## src/design/depthwise_causal_fir_silu_assert.svh

```systemverilog
// Assertion helpers shared by the design files.
`ifndef DEPTHWISE_CAUSAL_FIR_SILU_ASSERT_SVH
`define DEPTHWISE_CAUSAL_FIR_SILU_ASSERT_SVH

// Check PROP at every rising edge of CLK outside reset.
`define DCFS_ASSERT(LBL, CLK, RSTN, PROP, MSG) \
  LBL: assert property (@(posedge CLK) disable iff (!RSTN) (PROP)) else $error(MSG);

// Check PROP at every rising edge of CLK, reset included.
`define DCFS_ASSERT_ALWAYS(LBL, CLK, PROP, MSG) \
  LBL: assert property (@(posedge CLK) (PROP)) else $error(MSG);

`endif

```

## src/design/dcfs_pkg.sv

```systemverilog
package dcfs_pkg;

  localparam int DEF_CHANNELS = 1024;
  localparam int DEF_TAPS     = 4;

  localparam int ACC_W     = 54;  // 48-bit products, up to 17 terms
  localparam int SER_TERMS = 16;  // Taylor terms of exp
  localparam int SQ_STEPS  = 3;   // squarings after the series

  typedef struct packed {
    logic               req_type;
    logic [9:0]         chan;
    logic [2:0]         tap_sel;
    logic signed [31:0] coeff_value;
    logic signed [15:0] sample;
    logic               seq_first;
  } in_item_t;

  typedef struct packed {
    logic [9:0]         out_chan;
    logic signed [15:0] out_value;
    logic               out_saturated;
  } out_item_t;

  typedef enum logic [4:0] {
    OP_NONE, OP_CLEAR, OP_CAPTURE, OP_LOAD_WR, OP_SMP_INIT, OP_RD, OP_MUL, OP_ACC,
    OP_RND, OP_TMUL, OP_TSTART, OP_TDONE, OP_EINIT, OP_SQM, OP_SQS, OP_SSTART,
    OP_SDONE, OP_FMUL, OP_FIN, OP_OUT
  } dp_op_t;

  typedef struct packed {
    dp_op_t op;
  } dp_cmd_t;

  typedef struct packed {
    logic clr_last;
    logic chan_ok;
    logic is_load;
    logic term_last;
    logic act_en;
    logic n_last;
    logic sq_last;
    logic div_done;
    logic out_free;
  } dp_sts_t;

  typedef enum logic [4:0] {
    S_CLEAR, S_IDLE, S_DECODE, S_RD, S_MUL, S_ACC, S_RND, S_TMUL, S_TSTART,
    S_TWAIT, S_EINIT, S_SQM, S_SQS, S_SSTART, S_SWAIT, S_FMUL, S_FIN, S_OUT
  } ctrl_state_t;

endpackage

```

## src/design/dcfs_ctrl.sv

```systemverilog
`include "depthwise_causal_fir_silu_assert.svh"
module dcfs_ctrl import dcfs_pkg::*; (
  input  logic    clk,
  input  logic    rst_n,
  input  logic    in_valid,
  output logic    in_ready,
  output dp_cmd_t cmd,
  input  dp_sts_t sts
);
  ctrl_state_t state_r, state_nxt;

  always_ff @(posedge clk) begin
    if (!rst_n) begin
      state_r <= S_CLEAR;
    end else begin
      state_r <= state_nxt;
    end
  end

  always_comb begin
    state_nxt = state_r;
    cmd.op    = OP_NONE;
    in_ready  = 1'b0;
    unique case (state_r)
      S_CLEAR: begin
        cmd.op = OP_CLEAR;
        if (sts.clr_last) state_nxt = S_IDLE;
      end
      S_IDLE: begin
        in_ready = 1'b1;
        if (in_valid) begin
          cmd.op    = OP_CAPTURE;
          state_nxt = S_DECODE;
        end
      end
      S_DECODE: begin
        if (!sts.chan_ok) begin
          state_nxt = S_IDLE;
        end else if (sts.is_load) begin
          cmd.op    = OP_LOAD_WR;
          state_nxt = S_IDLE;
        end else begin
          cmd.op    = OP_SMP_INIT;
          state_nxt = S_RD;
        end
      end
      S_RD:  state_nxt = S_MUL;
      S_MUL: begin
        cmd.op    = OP_MUL;
        state_nxt = S_ACC;
      end
      S_ACC: begin
        cmd.op    = OP_ACC;
        state_nxt = sts.term_last ? S_RND : S_RD;
      end
      S_RND: begin
        cmd.op    = OP_RND;
        state_nxt = sts.act_en ? S_TMUL : S_OUT;
      end
      S_TMUL: begin
        cmd.op    = OP_TMUL;
        state_nxt = S_TSTART;
      end
      S_TSTART: begin
        cmd.op    = OP_TSTART;
        state_nxt = S_TWAIT;
      end
      S_TWAIT: begin
        if (sts.div_done) begin
          cmd.op    = OP_TDONE;
          state_nxt = sts.n_last ? S_EINIT : S_TMUL;
        end
      end
      S_EINIT: begin
        cmd.op    = OP_EINIT;
        state_nxt = S_SQM;
      end
      S_SQM: begin
        cmd.op    = OP_SQM;
        state_nxt = S_SQS;
      end
      S_SQS: begin
        cmd.op    = OP_SQS;
        state_nxt = sts.sq_last ? S_SSTART : S_SQM;
      end
      S_SSTART: begin
        cmd.op    = OP_SSTART;
        state_nxt = S_SWAIT;
      end
      S_SWAIT: begin
        if (sts.div_done) begin
          cmd.op    = OP_SDONE;
          state_nxt = S_FMUL;
        end
      end
      S_FMUL: begin
        cmd.op    = OP_FMUL;
        state_nxt = S_FIN;
      end
      S_FIN: begin
        cmd.op    = OP_FIN;
        state_nxt = S_OUT;
      end
      S_OUT: begin
        if (sts.out_free) begin
          cmd.op    = OP_OUT;
          state_nxt = S_IDLE;
        end
      end
      default: state_nxt = S_IDLE;
    endcase
  end

  `DCFS_ASSERT_ALWAYS(a_reset_clear, clk, !rst_n |=> state_r == S_CLEAR, "reset did not start clearing")
  `DCFS_ASSERT(a_out_done, clk, rst_n, (state_r == S_OUT && sts.out_free) |=> state_r == S_IDLE, "result stage did not return to idle")
endmodule
```

## config.mk

```make
export PLATFORM = sky130hd
export DESIGN_NAME = dcfs_ctrl
export DESIGN_NICKNAME = d
export VERILOG_FILES = /design/src/design/dcfs_pkg.sv /design/src/design/dcfs_ctrl.sv
export VERILOG_INCLUDE_DIRS = /design/src /design/src/design
export SDC_FILE = /design/constraint.sdc
export NUM_CORES = 1
export LEC_CHECK = 0
export ABC_AREA = 1
export BUFFER_PORTS_ARGS = -buffer_cell sky130_fd_sc_hd__clkbuf_2
export CELL_PAD_IN_SITES_DETAIL_PLACEMENT = 1
export CELL_PAD_IN_SITES_GLOBAL_PLACEMENT = 1
export CORE_ASPECT_RATIO = 1.5
export CORE_UTILIZATION = 35
export CTS_CLUSTER_DIAMETER = 120
export DETAILED_ROUTE_END_ITERATION = 6
export GPL_TIMING_DRIVEN = 1
export HOLD_SLACK_MARGIN = 0.06
export MAX_ROUTING_LAYER = met4
export PLACE_DENSITY = 0.85
export SYNTH_ARGS = -nofsm -noshare
export SYNTH_HDL_FRONTEND = slang
export SYNTH_SLANG_ARGS = --single-unit
export TNS_END_PERCENT = 50
```

## constraint.sdc

```tcl
create_clock -name clk -period 3.4 [get_ports clk]
set_clock_uncertainty 0.15 [all_clocks]
set_input_delay 0.17 -clock clk [delete_from_list [all_inputs] [get_ports clk]]
set_output_delay 0.17 -clock clk [all_outputs]
set_load 0.01 [all_outputs]
```

==> results.toml, run 1 <==
[sta]
slew_violations = 0
setup_viol = 0
rsz0062_at_grt = "false"
worstMarginPinSlew_ns = 0.462
min_period_ns = 2.15
hold_violations = 0
finalCritPeriodShare_pct = 63.2
max_freq_mhz = 466
tns_ns = 0
relSlewSlack_pct = 69.1

[synth]
ys_types = 16
synth_nets = 161
synthTopCellsByArea = "nand2_1 23%, nor2_1 14%, dfxtp_1 14%"
synth_top_area_share_pct = 23.0
avgSynthCellArea_sq_um = 4.92
synth_largest_area_cell = "nand2_1"
ys.warnings.count = 0
syn_inst = 149
syn-cell-area_sq_um = 733
yosysSeqAreaShare_pct = 13.7
synth_seq_cells = 5

[power]
p_int_uw = 169
power_frac_seq_pct = 23.5
p_leak_nw = 0.524
peakVddDrop_v = 0.000244
swShare_pct = 48.9
p_sw_uw = 162
combPwrFrac_pct = 56.3
pwr-share-clk_pct = 20.1
power.density_nw_per_um2 = 381

[worst_setup_path]
crit_type = "reg2out"
worst_r2r_endpoint = "state_r[1]"
arrival_ns = 1.83
crit_family = "simple AND/OR/NAND/NOR gates"
r2r_cells = 7
reg2reg_from = "state_r[2]"
cp_max_fo = 6
startpoint_type = "flop"
regToRegSetupSlack_ns = 1.54
crit_slowest_cell = "dfxtp_1"
worstPathRequired_ns = 3.08
crit_path_max_incr_delay_ns = 0.43
crit_chain = "inv_2, nor2_2, nand2_1, nor2_2, nand2_1, and3_1, nand4_1, clkbuf_2"
cp_num_buf_inv = 2
end_kind = "output port"

[clocking]
cts_htree_levels = 1
cts-buffers-inserted = 3
cts.sinks = 5
clkTransAtPathRegs_ns = 0.04
ctsResizeCount = 0
post_cts_buffers = 0
postCtsHoldBufs = 1
insertion_delay_ns = 0.24
clockBufferDepth = 2
cts_tree = "done"
cts_root_buffer = "clkbuf_4"

[floorplanning]
core_area_sq_um = 1900
die_h_um = 58.1
initial_utilization_pct = 38.6
num_rows = 19
die_area_sq_um = 2290
die_w_um = 39.4
io_pins = 18

[layout]
top_regs = "state_r x5"
fin_nets = 182
area_growth_pct = 18.4
final_area_sq_um = 868
antenna_cells = 0
regMostFlops = "state_r"
largest_reg_flops = 5
drive_gt1_share_pct = 17.2
fillers = 304
stdcell_count = 190

[detailed_routing]
vias = 996
vias_per_cell = 5.24
ant_nets = 0
wire_per_inst_um = 13.9
wl_um = 2650
drtIter0Drc = 8
firstDrtPassIters = 4
drc = 0

[global_route]
grt_pass1_vias = 983
overflow = 0
grt_start_max_net_pins = 13
antenna_found_initial = 0
globalRouteTotalUtil_pct = 28.5
grt_pass1_wl_um = 4480

[place]
io_buffer_count = 17
dp_hpwl_um = 2280
globalplace.congestion = 0.993
dp.cells = 185
dpl-instance-area_sq_um = 832

[hold_path]
hold_depth = 4
hold_start = "sts[4]"
min_to = "state_r[4]"
holdCritPathClass = "in2reg"

[status]
status = "completed"

[job]
cap_violations = 0
## cell usage after synthesis
master / number
nand3_1: 15
nand3b_1: 3
a21oi_1: 6
o21ai_0: 4
inv_2: 3
nor2_2: 6
dfxtp_1: 5
nand2_1: 45
o211ai_1: 2
buf_2: 1
nor2_1: 27
and3_1: 1
inv_1: 21
nor3_1: 2
buf_4: 1
nand4_1: 7
## stage by stage
stage               worst slack, ns  util [%]  hold slack (ns)  power [mW]
floorplan                      1.92         -            0.118       0.200
global placement               1.55      43.8            0.237       0.260
detailed placement             1.53      43.8            0.240       0.263
CTS                            1.26      45.7            0.109       0.334
global route                   1.11      45.7            0.135       0.364
finish                         1.25      45.7            0.124       0.331
## per-layer routing
layer  track usage [%]  part of all wire (%)  vias to the layer above
li1                  -                     -                      514
met1              34.9                    44                      454
met2              46.7                    53                       26
met3              3.07                   2.5                        2
met4              10.3                  0.68                        0
met5                 -                     0                        -
## tightest hold or removal path: cells and delay by family
kind            cells  cell delay [ns]
compound gates      1             0.10
buf+inv             2             0.13
simple gates        1             0.06
## power groups by stage
stage / Combinational (mW) / Sequential, mW / Clock (mW)
6_report: 0.187 / 0.0778 / 0.0667
5_1_grt: 0.209 / 0.0785 / 0.0758
4_1_cts: 0.186 / 0.0776 / 0.0695
3_5_place_dp: 0.184 / 0.0786 / 0
3_3_place_gp: 0.182 / 0.0780 / 0
2_1_floorplan: 0.125 / 0.0757 / 0
## logic make-up after synthesis
family	after synthesis	synth area share, %
buf+inv	26	14.0
flops	5	13.7
compound gates	12	8.87
simple gates	106	63.5
## final cells by class
| class | count | area (sq um) | area share, % |
|---|---|---|---|
| flip-flops and latches | 5 | 100 | 11.5 |
| clock buffers | 4 | 26.3 | 3.03 |
| multi-input cells | 118 | 531 | 61.1 |
| well taps | 21 | 26.3 | 3.03 |
| repair buffers | 18 | 95.1 | 11.0 |
| inverters | 24 | 90.1 | 10.4 |
## layout by cell type, fill, tap and decap left out
cell type       n
inv_2           3
o21ai_0         4
o211ai_1        2
nor2_1         27
and3_1          1
nor3_1          2
clkbuf_1        1
clkbuf_4        3
a21oi_1         6
nand2_1        45
nand4_1         7
dlygate4sd3_1   1
clkbuf_2       17
inv_1          21
nor2_2          6
dfxtp_1         5
nand3b_1        3
nand3_1        15
## how the worst max path moves through the flow
stage	to	cells past startpoint	slack [ns]	start
floorplan	cmd[0]	7	1.92	state_r[0]
global placement	cmd[0]	8	1.55	state_r[0]
detailed placement	cmd[0]	8	1.53	state_r[0]
CTS	cmd[0]	8	1.26	state_r[0]
global route	cmd[0]	8	1.11	state_r[0]
finish	cmd[0]	8	1.25	state_r[0]
No activity file was read; power rests on OpenSTA's default activity.
==> run 2: changes to the inputs <==
CORE_UTILIZATION = 33   (was 35)
PLACE_DENSITY = 0.81   (was 0.85)
clock period = 2.1 ns   (was 3.4 ns; I/O delays follow)
==> run 2 against run 1 <==
  * Utilization decreased by 2.1 points
  * Cell area increased by 3.0%
  * Critical path type unchanged
  * Non-clock buffer count increased by 1
  * Critical endpoint unchanged
  * Largest cell class unchanged
  * Total power increased by 67%
  * Clock power increased by 63%
  * Combinational power increased by 66%
==> results.toml, run 2 (synthesized netlist as in run 1, its figures left out) <==
[status]
status = "completed"

[layout]
layout_common_cells = "45 x nand2_1, 25 x nor2_1, 21 x inv_1, 17 x clkbuf_2, 15 x nand3_1"
final_common_cell = "nand2_1"
drive_gt1_share_pct = 20.0
fin_nets = 183
largest_reg_flops = 5
fillers = 329
area_growth_pct = 22.0
regMostFlops = "state_r"
final_area_sq_um = 895
antenna_cells = 0
top_regs = "state_r x5"

[sta]
setup_ws_ns = 0.110
relSlewSlack_pct = 77.2
setup_viol = 0
finalCritPeriodShare_pct = 94.7
hold_violations = 0
worstMarginPinSlew_ns = 0.341
max_freq_mhz = 503
min_period_ns = 1.99
slew_violations = 0

[place]
place_ws_ns = 0.258
dpl-instance-area_sq_um = 841
globalplace.congestion = 0.950
dp_hpwl_um = 2350
io_buffer_count = 17

[worst_setup_path]
startpoint_type = "flop"
crit_type = "reg2out"
worstPathRequired_ns = 1.85
end_kind = "output port"
arrival_ns = 1.73
crit_slowest_cell = "dfxtp_1"
cp_max_fo = 5
crit_path_max_incr_delay_ns = 0.46
r2r_cells = 9
crit_chain = "inv_2, nor2_4, inv_1, nor2_2, nand2_1, and3_1, nand4_1, clkbuf_2"

[floorplanning]
initial_utilization_pct = 35.7
die_area_sq_um = 2420
die_h_um = 59.7
io_pins = 18
core_area_sq_um = 2050
num_rows = 20
die_w_um = 40.5

[clocking]
post_cts_buffers = 0
clkTransAtPathRegs_ns = 0.04
insertion_delay_ns = 0.24
clockBufferDepth = 2
cts-buffers-inserted = 3
cts_htree_levels = 1
cts.sinks = 5
cts_tree = "done"
cts_root_buffer = "clkbuf_4"

[global_route]
overflow = 0
grt_pass1_wl_um = 4670
grt_pass1_vias = 1067
antenna_found_initial = 0
grt_start_max_net_pins = 10
globalRouteTotalUtil_pct = 28.4

[hold_path]
hold_depth = 4
holdCritPathClass = "in2reg"

[power]
p_leak_nw = 0.530
peakVddDrop_v = 0.000361
power.density_nw_per_um2 = 620

[detailed_routing]
firstDrtPassIters = 4
vias = 1064
wire_per_inst_um = 14.4
drtIter0Drc = 11
vias_per_cell = 5.54
ant_nets = 0
drc = 0
wl_um = 2770

[job]
cap_violations = 0
[run 2: cell count changes in the layout (fill, tap and decap cells not counted)]
| cell | change |
|---|---|
| dfxtp_2 | +2 |
| buf_4 | +1 |
| dfxtp_1 | -2 |
| nor2_4 | +2 |
| nor2_1 | -2 |
[run 2: repair_timing]
| item | in CTS | in global routing |
|---|---|---|
| endpoints found under the hold margin | 4 | 0 |
| endpoints found under the setup margin | 1 | 4 |
| hold buffers | 1 | 0 |
| resized for setup | 1 | 5 |
[run 2: cell type report]
| cell class | count | area, sq um | area share (%) |
|---|---|---|---|
| clock buffers | 4 | 26.3 | 2.94 |
| multi-input cells | 118 | 546 | 61.0 |
| flip-flops and latches | 5 | 103 | 11.5 |
| inverters | 24 | 90.1 | 10.1 |
| well taps | 22 | 27.5 | 3.08 |
| repair buffers | 19 | 103 | 11.5 |
[run 2: final timing paths]
path / start / to / slack [ns]
worst min register to register: state_r[0] / state_r[0] / 0.58
worst max register to register: state_r[2] / state_r[0] / 0.32
worst min-delay path: sts[4] / state_r[4] / 0.08
worst max-delay path: state_r[3] / cmd[0] / 0.11
[run 2: metal layers]
layer	track usage (%)	part of all wire (%)	vias to the layer above
met5	-	0	-
met1	30.9	39	496
met3	3.72	2.8	12
li1	-	-	519
met4	14.8	4.0	0
met2	47.6	54	37
[run 2: critical path: cells and delay by family, from the launching register on]
kind                   cells  cell delay [ns]
DFF                        1             0.46
and+or+nand+nor            5             0.72
buffers and inverters      3             0.32
[run 2: power breakdown]
group | switching [mW] | leakage, nW | total (mW) | internal, mW
clock network | 0.0370 | 0.0150 | 0.109 | 0.0717
registers | 0.0255 | 0.0413 | 0.135 | 0.109
logic | 0.210 | 0.474 | 0.311 | 0.101
total | 0.272 | 0.530 | 0.555 | 0.282
[run 2: stage by stage]
stage / util, % / std cells / TNS (ns) / hold WS [ns] / power, mW
3_5_place_dp: 41.0 / 187 / 0 / 0.163 / 0.431
3_3_place_gp: 41.0 / 187 / 0 / 0.171 / 0.425
6_report: 43.6 / 192 / 0 / 0.0803 / 0.555
2_1_floorplan: - / 149 / 0 / 0.0526 / 0.324
5_1_grt: 43.6 / 192 / -0.0232 / 0.0974 / 0.611
4_1_cts: 43.0 / 192 / 0 / 0.0817 / 0.552
==> run 3: changes to the inputs <==
CTS_BUF_LIST = sky130_fd_sc_hd__clkbuf_8 sky130_fd_sc_hd__clkbuf_16   (was unset)
==> run 3 against run 2 <==
  * Critical path depth unchanged
  * Register-to-register slack about the same
  * Clock power increased by 64%
  * Critical endpoint is now cmd[1]
  * Combinational power about the same
  * Sequential power about the same
  * Non-clock buffer count unchanged
  * Die area unchanged
  * Global-route usage increased by 0.74 points
  * Maximum frequency increased by 2.0%
  * Largest power group unchanged
  * Total power increased by 12%
  * Utilization increased by 0.73 points
==> results.toml, run 3 (synthesized netlist as in run 1, its figures left out) <==
[layout]
top_regs = "state_r x5"
antenna_cells = 0
regMostFlops = "state_r"
final_area_sq_um = 910
stdcell_count = 192
largest_reg_flops = 5
final_util_pct = 44.3
layout_common_cells = "45 x nand2_1, 26 x nor2_1, 22 x inv_1, 17 x clkbuf_2, 15 x nand3_1"
fin_nets = 183
final_common_cell = "nand2_1"
area_growth_pct = 24.1
drive_gt1_share_pct = 18.8

[worst_setup_path]
crit_type = "reg2out"
cp_max_fo = 6
startpoint_type = "flop"
end_kind = "output port"
arrival_ns = 1.70
worstPathRequired_ns = 1.85

[power]
peakVddDrop_v = 0.000565
fin_total_pwr_uw = 623
p_leak_nw = 0.541
power.density_nw_per_um2 = 685

[global_route]
antenna_found_initial = 0
grt_start_max_net_pins = 10
overflow = 0
grt_pass1_vias = 1065
globalRouteTotalUtil_pct = 29.2
grt_pass1_wl_um = 4670

[detailed_routing]
vias = 1058
wl_um = 2850
vias_per_cell = 5.51
drc = 0
wire_per_inst_um = 14.8
firstDrtPassIters = 4
ant_nets = 0
drtIter0Drc = 10

[place]
dpl-instance-area_sq_um = 841
io_buffer_count = 17
place_ws_ns = 0.258
dp.cells = 187
globalplace.congestion = 0.950
dp_hpwl_um = 2350

[floorplanning]
num_rows = 20
die_w_um = 40.5
initial_utilization_pct = 35.7
core_area_sq_um = 2050
io_pins = 18
die_area_sq_um = 2420
die_h_um = 59.7

[sta]
max_freq_mhz = 513
worstMarginPinSlew_ns = 0.346
setup_viol = 0
hold_violations = 0
min_period_ns = 1.95
slew_violations = 0
relSlewSlack_pct = 76.9
finalCritPeriodShare_pct = 92.9
setup_ws_ns = 0.149

[clocking]
cts_htree_levels = 1
clkTransAtPathRegs_ns = 0.04
cts-buffers-inserted = 3
cts_tree = "done"
insertion_delay_ns = 0.23
clockBufferDepth = 2
cts_root_buffer = "clkbuf_8"
post_cts_buffers = 0
cts.sinks = 5

[status]
status = "completed"

[hold_path]
holdCritPathClass = "in2reg"

[job]
cap_violations = 0
## run 3: cell count changes in the layout (fill, tap and decap cells not counted), sizes merged
cell and delta:
clkbuf -1, inv +1
## run 3: where the power goes
group | total (mW) | switching [mW] | internal [mW] | leakage [nW]
logic | 0.312 | 0.212 | 0.0999 | 0.473
registers | 0.132 | 0.0233 | 0.109 | 0.0409
clock network | 0.179 | 0.0532 | 0.126 | 0.0269
## run 3: timing repair
| item | 4_1_cts | 5_1_grt |
|---|---|---|
| hold buffers | 1 | 0 |
| endpoints found under the setup margin | 0 | 3 |
| resized for setup | 0 | 4 |
| hold endpoints to repair | 4 | 0 |
## run 3: worst max-delay path: stages, from the launching register on
cell	delay [ns]
dfxtp_1	0.38
nor2_1	0.33
nand2_1	0.19
inv_1	0.14
nand2_1	0.08
nand2_1	0.08
inv_1	0.05
nand4_1	0.08
clkbuf_2	0.14
## run 3: per-layer routing
layer | up-vias | part of all wire [%] | GRT usage (%)
met5 | - | 0 | -
met4 | 0 | 5.6 | 19.5
met3 | 17 | 3.1 | 4.83
met2 | 32 | 53 | 47.8
met1 | 493 | 39 | 30.0
li1 | 516 | - | -
## run 3: layout make-up
type	count	area (sq um)
Clock buffer	3	41.3
Clock inverter	1	3.75
Sequential cell	5	101
Timing Repair Buffer	19	103
Tap cell	22	27.5
Fill cell	332	1140
Inverter	24	90.1
Multi-Input combinational cell	118	543
## run 3: path summary, 6_finish.rpt
path,start,endpoint,slack [ns],cells past startpoint
worst max-delay path,state_r[1],cmd[1],0.15,8
worst min-delay path,sts[4],state_r[4],0.11,4
worst max register to register,state_r[2],state_r[0],0.32,9
worst min register to register,state_r[0],state_r[0],0.57,4
## run 3: metrics by stage
stage | setup TNS [ns] | hold WS, ns
2_1_floorplan | 0 | 0.0526
3_3_place_gp | 0 | 0.171
3_5_place_dp | 0 | 0.163
4_1_cts | 0 | 0.0979
5_1_grt | -0.0153 | 0.125
6_report | 0 | 0.109
